File: config.mk
export PLATFORM = sky130hd
export DESIGN_NAME = escape_time_fractal_pixel_top
export DESIGN_NICKNAME = d
export VERILOG_FILES = /design/src/etf_pkg.sv /design/src/escape_time_fractal_pixel_top.sv
export SDC_FILE = /design/constraint.sdc
export NUM_CORES = 2
export LEC_CHECK = 0
export ABC_AREA = 1
export BUFFER_PORTS_ARGS = -buffer_cell sky130_fd_sc_hd__buf_2
export CORE_MARGIN = 10
export CORE_UTILIZATION = 44
export CTS_CLUSTER_SIZE = 28
export DETAILED_ROUTE_END_ITERATION = 8
export SYNTH_ARGS = -nofsm -noshare
export SYNTH_HDL_FRONTEND = slang
export SYNTH_SLANG_ARGS = --single-unit
File: constraint.sdc
create_clock -name clk_i -period 15.4 [get_ports clk_i]
set_input_delay 1.54 -clock clk_i [delete_from_list [all_inputs] [get_ports clk_i]]
set_output_delay 1.54 -clock clk_i [all_outputs]
set_load 0.05 [all_outputs]
File: src/etf_pkg.sv
`timescale 1ns / 1ps

package etf_pkg;

  localparam int IMAGE_WIDTH   = 1024;
  localparam int IMAGE_HEIGHT  = 1024;
  localparam int GRADIENT_LOW  = 0;
  localparam int GRADIENT_HIGH = 16777215;
  localparam int INSIDE_COLOR  = 3394764;

  localparam int FRAC_BITS  = 28;
  localparam int PIX_W      = 10;
  localparam int COLOR_W    = 24;
  localparam int ITER_W     = 12;
  localparam int STEP_W     = PIX_W + 30;
  localparam int GRAD_SPAN  = GRADIENT_HIGH - GRADIENT_LOW;
  localparam bit GRAD_DESC  = (GRAD_SPAN < 0);
  localparam int GRAD_MAG   = GRAD_DESC ? -GRAD_SPAN : GRAD_SPAN;

  localparam logic [COLOR_W-1:0] GradLow     = COLOR_W'(GRADIENT_LOW);
  localparam logic [COLOR_W-1:0] GradSpanAbs = COLOR_W'(GRAD_MAG);
  localparam logic [COLOR_W-1:0] InsideColor = COLOR_W'(INSIDE_COLOR);
  localparam logic signed [63:0] QTwo        = 64'sd2 <<< FRAC_BITS;

  localparam logic [2:0] REG_JULIA_MODE = 3'd0;
  localparam logic [2:0] REG_ZOOM       = 3'd1;
  localparam logic [2:0] REG_OFFSET_RE  = 3'd2;
  localparam logic [2:0] REG_OFFSET_IM  = 3'd3;
  localparam logic [2:0] REG_JULIA_C_RE = 3'd4;
  localparam logic [2:0] REG_JULIA_C_IM = 3'd5;
  localparam logic [2:0] REG_MAX_ITER   = 3'd6;
  localparam logic [2:0] REG_THRESHOLD  = 3'd7;

  typedef enum logic [3:0] {
    ST_IDLE,
    ST_MAP_RE,
    ST_MAP_IM,
    ST_MAP_END,
    ST_SQ_RE,
    ST_SQ_IM,
    ST_CROSS,
    ST_UPDATE,
    ST_COL_MUL,
    ST_DIV_LOAD,
    ST_DIV,
    ST_DONE
  } etf_state_e;

  function automatic logic signed [31:0] sat_q(input logic signed [63:0] v);
    logic signed [31:0] r;
    if (v > 64'sh0000_0000_7FFF_FFFF) begin
      r = 32'sh7FFF_FFFF;
    end else if (v < -64'sh0000_0000_8000_0000) begin
      r = 32'sh8000_0000;
    end else begin
      r = v[31:0];
    end
    return r;
  endfunction

endpackage

File: src/escape_time_fractal_pixel_top.sv
`timescale 1ns / 1ps

// Escape-time fractal engine for Mandelbrot and Julia sets. Each pixel word
// is mapped onto the view, then z = z*z + c is iterated in signed Q4.28 on a
// single shared 32x32 multiplier driven by a small sequencer. Mapping runs
// through the states MAP_RE, MAP_IM and MAP_END, and each iteration through
// SQ_RE, SQ_IM, CROSS and UPDATE (three multiplies and an update). An escaping
// point then goes through the colour scaling and a one-bit-per-cycle divide
// by max_iterations. The input side is not ready while a pixel is in work; a
// finished word sits in an output register so the next pixel can be accepted
// while it waits to be taken.
module escape_time_fractal_pixel_top import etf_pkg::*; (
  input  logic        clk_i,
  input  logic        rst_ni,
  input  logic        cfg_we_i,
  input  logic [2:0]  cfg_addr_i,
  input  logic [31:0] cfg_data_i,
  input  logic        s_axis_tvalid,
  output logic        s_axis_tready,
  input  logic [23:0] s_axis_tdata,   // pixel_x, pixel_y, zero padding
  output logic        m_axis_tvalid,
  input  logic        m_axis_tready,
  output logic [47:0] m_axis_tdata,   // out_x, out_y, pixel_color, zero padding
  output logic        m_axis_tuser    // escaped
);

  etf_state_e state_q, state_d;

  logic               julia_q;
  logic [30:0]        zoom_q;
  logic signed [31:0] off_re_q, off_im_q, c_re_cfg_q, c_im_cfg_q;
  logic [ITER_W-1:0]  max_iter_q;
  logic [30:0]        thresh_q;

  logic [PIX_W-1:0]   x_q, y_q;
  logic signed [31:0] zr_q, zi_q, cr_q, ci_q;
  logic signed [63:0] prod_q, rr_q, diff_q;
  logic [ITER_W-1:0]  iter_q;
  logic               esc_q;
  logic [ITER_W-1:0]  rem_q;
  logic [COLOR_W-1:0] div_q;
  logic [4:0]         cnt_q;

  logic               m_valid_q;
  logic [PIX_W-1:0]   ox_q, oy_q;
  logic [COLOR_W-1:0] color_q;
  logic               oesc_q;

  logic signed [31:0] mul_a, mul_b;
  logic signed [63:0] prod_d;
  logic               in_acc, out_free, escape_hit;
  logic [STEP_W-1:0]  step_x, step_y;
  logic signed [31:0] base_x, base_y, map_val, zr_next, zi_next;
  logic [63:0]        mag, bound;
  logic [ITER_W-1:0]  esc_idx;
  logic [ITER_W:0]    rem_sh;
  logic [COLOR_W-1:0] grad_color;

  assign in_acc   = s_axis_tvalid && s_axis_tready;
  assign out_free = !m_valid_q || m_axis_tready;

  assign step_x = STEP_W'({s_axis_tdata[PIX_W-1:0], 30'd0} / IMAGE_WIDTH);
  assign step_y = STEP_W'({s_axis_tdata[2*PIX_W-1:PIX_W], 30'd0} / IMAGE_HEIGHT);
  assign base_x = sat_q($signed({{(64-STEP_W){1'b0}}, step_x}) - QTwo);
  assign base_y = sat_q(QTwo - $signed({{(64-STEP_W){1'b0}}, step_y}));

  assign map_val = sat_q(64'(sat_q(prod_q >>> FRAC_BITS)) +
                         ((state_q == ST_MAP_IM) ? 64'(off_re_q) : 64'(off_im_q)));

  assign zr_next = sat_q((diff_q >>> FRAC_BITS) + 64'(cr_q));
  assign zi_next = sat_q((prod_q >>> (FRAC_BITS - 1)) + 64'(ci_q));

  assign mag        = 64'(rr_q) + 64'(prod_q);
  assign bound      = {5'd0, thresh_q, 28'd0};
  assign escape_hit = (iter_q != '0) && (mag > bound);
  assign esc_idx    = iter_q - 1'b1;

  assign rem_sh     = {rem_q, div_q[COLOR_W-1]};
  assign grad_color = GRAD_DESC ? (GradLow - div_q) : (GradLow + div_q);

  assign prod_d = mul_a * mul_b;

  always_comb begin
    state_d = state_q;
    unique case (state_q)
      ST_IDLE:     if (in_acc) state_d = ST_MAP_RE;
      ST_MAP_RE:   state_d = ST_MAP_IM;
      ST_MAP_IM:   state_d = ST_MAP_END;
      ST_MAP_END:  state_d = ST_SQ_RE;
      ST_SQ_RE:    state_d = ST_SQ_IM;
      ST_SQ_IM:    state_d = ST_CROSS;
      ST_CROSS: begin
        priority if (escape_hit) state_d = ST_COL_MUL;
        else if (iter_q == max_iter_q) state_d = ST_DONE;
        else state_d = ST_UPDATE;
      end
      ST_UPDATE:   state_d = ST_SQ_RE;
      ST_COL_MUL:  state_d = ST_DIV_LOAD;
      ST_DIV_LOAD: state_d = ST_DIV;
      ST_DIV:      if (cnt_q == 5'(COLOR_W - 1)) state_d = ST_DONE;
      ST_DONE:     if (out_free) state_d = ST_IDLE;
      default:     state_d = ST_IDLE;
    endcase
  end

  always_comb begin
    s_axis_tready = 1'b0;
    mul_a         = '0;
    mul_b         = '0;
    unique case (state_q)
      ST_IDLE:    s_axis_tready = 1'b1;
      ST_MAP_RE: begin
        mul_a = zr_q;
        mul_b = $signed({1'b0, zoom_q});
      end
      ST_MAP_IM: begin
        mul_a = zi_q;
        mul_b = $signed({1'b0, zoom_q});
      end
      ST_SQ_RE: begin
        mul_a = zr_q;
        mul_b = zr_q;
      end
      ST_SQ_IM: begin
        mul_a = zi_q;
        mul_b = zi_q;
      end
      ST_CROSS: begin
        mul_a = zr_q;
        mul_b = zi_q;
      end
      ST_COL_MUL: begin
        mul_a = $signed({{(32-COLOR_W){1'b0}}, GradSpanAbs});
        mul_b = $signed({{(32-ITER_W){1'b0}}, esc_idx});
      end
      default: ;
    endcase
  end

  always_ff @(posedge clk_i or negedge rst_ni) begin
    if (!rst_ni) begin
      state_q    <= ST_IDLE;
      julia_q    <= 1'b0;
      zoom_q     <= 31'h1000_0000;
      off_re_q   <= '0;
      off_im_q   <= '0;
      c_re_cfg_q <= '0;
      c_im_cfg_q <= '0;
      max_iter_q <= ITER_W'(100);
      thresh_q   <= 31'h4000_0000;
      m_valid_q  <= 1'b0;
      iter_q     <= '0;
      cnt_q      <= '0;
      esc_q      <= 1'b0;
    end else begin
      state_q <= state_d;
      if (cfg_we_i) begin
        unique case (cfg_addr_i)
          REG_JULIA_MODE: julia_q    <= cfg_data_i[0];
          REG_ZOOM:       zoom_q     <= cfg_data_i[30:0];
          REG_OFFSET_RE:  off_re_q   <= cfg_data_i;
          REG_OFFSET_IM:  off_im_q   <= cfg_data_i;
          REG_JULIA_C_RE: c_re_cfg_q <= cfg_data_i;
          REG_JULIA_C_IM: c_im_cfg_q <= cfg_data_i;
          REG_MAX_ITER:   max_iter_q <= cfg_data_i[ITER_W-1:0];
          REG_THRESHOLD:  thresh_q   <= cfg_data_i[30:0];
          default: ;
        endcase
      end
      if (in_acc) begin
        iter_q <= '0;
        esc_q  <= 1'b0;
      end
      if (state_q == ST_UPDATE) iter_q <= iter_q + 1'b1;
      if (state_q == ST_CROSS && escape_hit) esc_q <= 1'b1;
      if (state_q == ST_DIV_LOAD) cnt_q <= '0;
      if (state_q == ST_DIV) cnt_q <= cnt_q + 1'b1;
      if (state_q == ST_DONE && out_free) begin
        m_valid_q <= 1'b1;
      end else if (m_axis_tready) begin
        m_valid_q <= 1'b0;
      end
    end
  end

  always_ff @(posedge clk_i) begin
    prod_q <= prod_d;
    unique case (state_q)
      ST_IDLE: begin
        if (in_acc) begin
          x_q  <= s_axis_tdata[PIX_W-1:0];
          y_q  <= s_axis_tdata[2*PIX_W-1:PIX_W];
          zr_q <= base_x;
          zi_q <= base_y;
        end
      end
      ST_MAP_IM:  zr_q <= map_val;
      ST_MAP_END: begin
        zi_q <= map_val;
        cr_q <= julia_q ? c_re_cfg_q : zr_q;
        ci_q <= julia_q ? c_im_cfg_q : map_val;
      end
      ST_SQ_IM:   rr_q <= prod_q;
      ST_CROSS:   diff_q <= rr_q - prod_q;
      ST_UPDATE: begin
        zr_q <= zr_next;
        zi_q <= zi_next;
      end
      ST_DIV_LOAD: begin
        rem_q <= prod_q[COLOR_W+ITER_W-1:COLOR_W];
        div_q <= prod_q[COLOR_W-1:0];
      end
      ST_DIV: begin
        if (rem_sh >= {1'b0, max_iter_q}) begin
          rem_q <= ITER_W'(rem_sh - {1'b0, max_iter_q});
          div_q <= {div_q[COLOR_W-2:0], 1'b1};
        end else begin
          rem_q <= rem_sh[ITER_W-1:0];
          div_q <= {div_q[COLOR_W-2:0], 1'b0};
        end
      end
      ST_DONE: begin
        if (out_free) begin
          ox_q    <= x_q;
          oy_q    <= y_q;
          color_q <= esc_q ? grad_color : InsideColor;
          oesc_q  <= esc_q;
        end
      end
      default: ;
    endcase
  end

  assign m_axis_tvalid = m_valid_q;
  assign m_axis_tdata  = {4'd0, color_q, oy_q, ox_q};
  assign m_axis_tuser  = oesc_q;

endmodule

==> metrics.yaml <==
status: "finished, final reports clean"
crit_path_start_kind: "flip-flop"
tritoncts: "yes"
grt_antenna_before_repair: 9
whs_endpoint: "ox_q[2]"
coreArea_mm2: 0.1738
register_area_mm2: 0.01682
setup_tns_ps: 0
end_kind: "flip-flop"
placed_cells: 11610
dieArea_mm2: 0.1920
ant_nets: 0
antennaDiodeCount: 0
crit_required_ps: 15990
clk_pin_slew_ps: 60
h-tree-depth: 3
clk_path_buf_depth: 3
grt.overflow.total: 0
rrSetupSlack_ps: 4230
maxSlewHeadroom_pct: 3.052
cts_sinks: 619
routed_wl_mm: 261.3
tightest_slew_ps: 1454
grt_usage_pct: 27.05
slowest_stage: "clkinv_1"
row_count: 153
path_class: "reg -> reg"
numCtsBuffers: 69
post_synth_inst_count: 9401
fmax_ghz: 0.08952
hold_viol_final: 0
dpl-instance-area_mm2: 0.07982
fill_cells: 17210
final_cells: 11740
crit_family: "adder cells"
finalCritPeriodShare_pct: 72.54
cp_slowest_stage_delay_ps: 1110
async_reset_ff_share_pct: 36.51
reg2reg_to: "prod_q[46]"
synth_warnings: 0
multi_input_comb_area_mm2: 0.05102
cts_hold_buf: 0
stdcell_area_mm2: 0.08221
dpl.hpwl_mm: 213.4
maxCapViolCount: 0
drive_gt1_share_pct: 6.024
critical_path.max_fanout: 26
grt_max_degree: 110
path_buf_inv: 9
ys_seq_area_share_pct: 21.87
r2r-start: "state_q[1]"
reg2reg_depth: 31
min_path_cells: 0
gp_congestion: 1.025
portBuffers: 106
final_nets: 10970
post_cts_resized: 0
die_width_um: 438.1
die_y_um: 438.1
num_vias: 63010
cp_data_arrival_time_ps: 11760
final-setup-viol-count: 0
dr.pass1.iters: 6
wire_per_inst_um: 22.27
drc: 0
holdCritStartpoint: "x_q[2]"
fin_crit_ps: 11170
drtIter0Drc: 6119
grt_pass1_vias: 63200
clock_latency_ps: 670
post_drt_via_cell_ratio: 5.368
initial_core_util_pct: 44.26
syn_area_per_cell_um2: 8.183
rsz0062_at_grt: "false"
grt_pass1_wl_mm: 397.0
cts-root-buf: "clkbuf_16"
skew_ps: 34.13
ys_ff_latch: 619
ys_types: 84
syn_area_mm2: 0.07693
io_pins: 115
cpMostUsedCell: "fa_1"
cts_setup_buffers: 0
synth_edf_count: 329
drv_slew: 0
fin_util_pct: 47.30
hold_class: "reg -> reg"
syn2layout_area_growth_pct: 6.863
synth-main-ff-cell: "edfxtp_1"
-- layer usage --
metal  wire length, um  vias up  global-route usage [%]
met3             20320      381                   4.727
met5                27        -                       0
met2            115600     2449                   41.78
li1                  -    28770                       -
met4             10520        4                   9.221
met1            114900    31410                   38.33
-- flip-flops by register name (all words and copies together) (netlist names), 24 cells and up --
| signal | flops |
|---|---|
| c_im_cfg_q | 32 |
| c_re_cfg_q | 32 |
| ci_q | 32 |
| color_q | 24 |
| cr_q | 32 |
| diff_q | 36 |
| div_q | 24 |
| off_im_q | 32 |
| off_re_q | 32 |
| prod_q | 64 |
| rr_q | 64 |
| thresh_q | 31 |
| zi_q | 32 |
| zoom_q | 31 |
| zr_q | 32 |
-- worst max path at each step --
stage                     startpoint         end  cells past startpoint
after global routing      state_q[0]  prod_q[46]                     31
after CTS                 state_q[1]  prod_q[46]                     31
after global placement    state_q[0]  prod_q[46]                     31
after detailed placement  state_q[1]  prod_q[46]                     31
final                     state_q[1]  prod_q[46]                     31
after floorplan           state_q[0]  prod_q[62]                     35
-- per-stage QoR --
stage / hold WS, ps / worst slack, ps
3_3_place_gp: 400.7 / 4677
6_report: 417.9 / 4230
5_1_grt: 427.9 / 3833
4_1_cts: 415.8 / 4579
3_5_place_dp: 405.4 / 4628
2_1_floorplan: 400.3 / 4295
-- cells in the mapped netlist (94+ instances only) --
library cell,number,area (um2)
a21oi_1,465,2327
buf_2,94,470.5
clkbuf_1,193,724.4
dfrtp_1,221,5530
edfxtp_1,329,9879
fa_1,1084,21700
ha_1,464,5806
inv_1,2034,7635
nand2_1,2068,7762
nand3_1,171,855.8
nor2_1,755,2834
o21ai_0,507,2537
xor2_1,181,1585
-- kinds of logic (layout without fill, tap and decap cells) --
family	Yosys count	count (layout)	share of synthesized area [%]
DFF	619	619	21.87
buffers and inverters	2401	2409	12.07
xor gates and xnor gates	264	264	3.015
adders and majority gates	1548	1548	35.76
and+or+nand+nor	3202	3202	16.70
AOI/OAI and AO/OA	1366	1366	10.59
other	1	4	0.004875
-- placed cells by master, fill, tap and decap left out, drive strengths merged, types with 28 or more instances in the layout --
cell / n
nor3: 67
edfxtp: 329
inv: 2083
o21ai: 574
xnor2: 82
fa: 1084
nand2: 2099
dfxtp: 64
dfrtp: 221
a21o: 28
a31oi: 75
ha: 464
clkbuf: 87
nand3: 198
xor2: 182
nor2: 761
a21oi: 485
nand4: 48
buf: 202
a221oi: 38
-- layout make-up --
| type | instances | area share, % |
|---|---|---|
| Multi-Input combinational cell | 6384 | 62.06 |
| Inverter | 2080 | 9.500 |
| Clock inverter | 40 | 0.5662 |
| Sequential cell | 619 | 20.46 |
| Timing Repair Buffer | 202 | 1.534 |
| Clock buffer | 87 | 2.336 |
| Tap cell | 2325 | 3.539 |
Power is not shown: default switching activity piles up to over one toggle a cycle in this logic, so the estimate is an artifact.
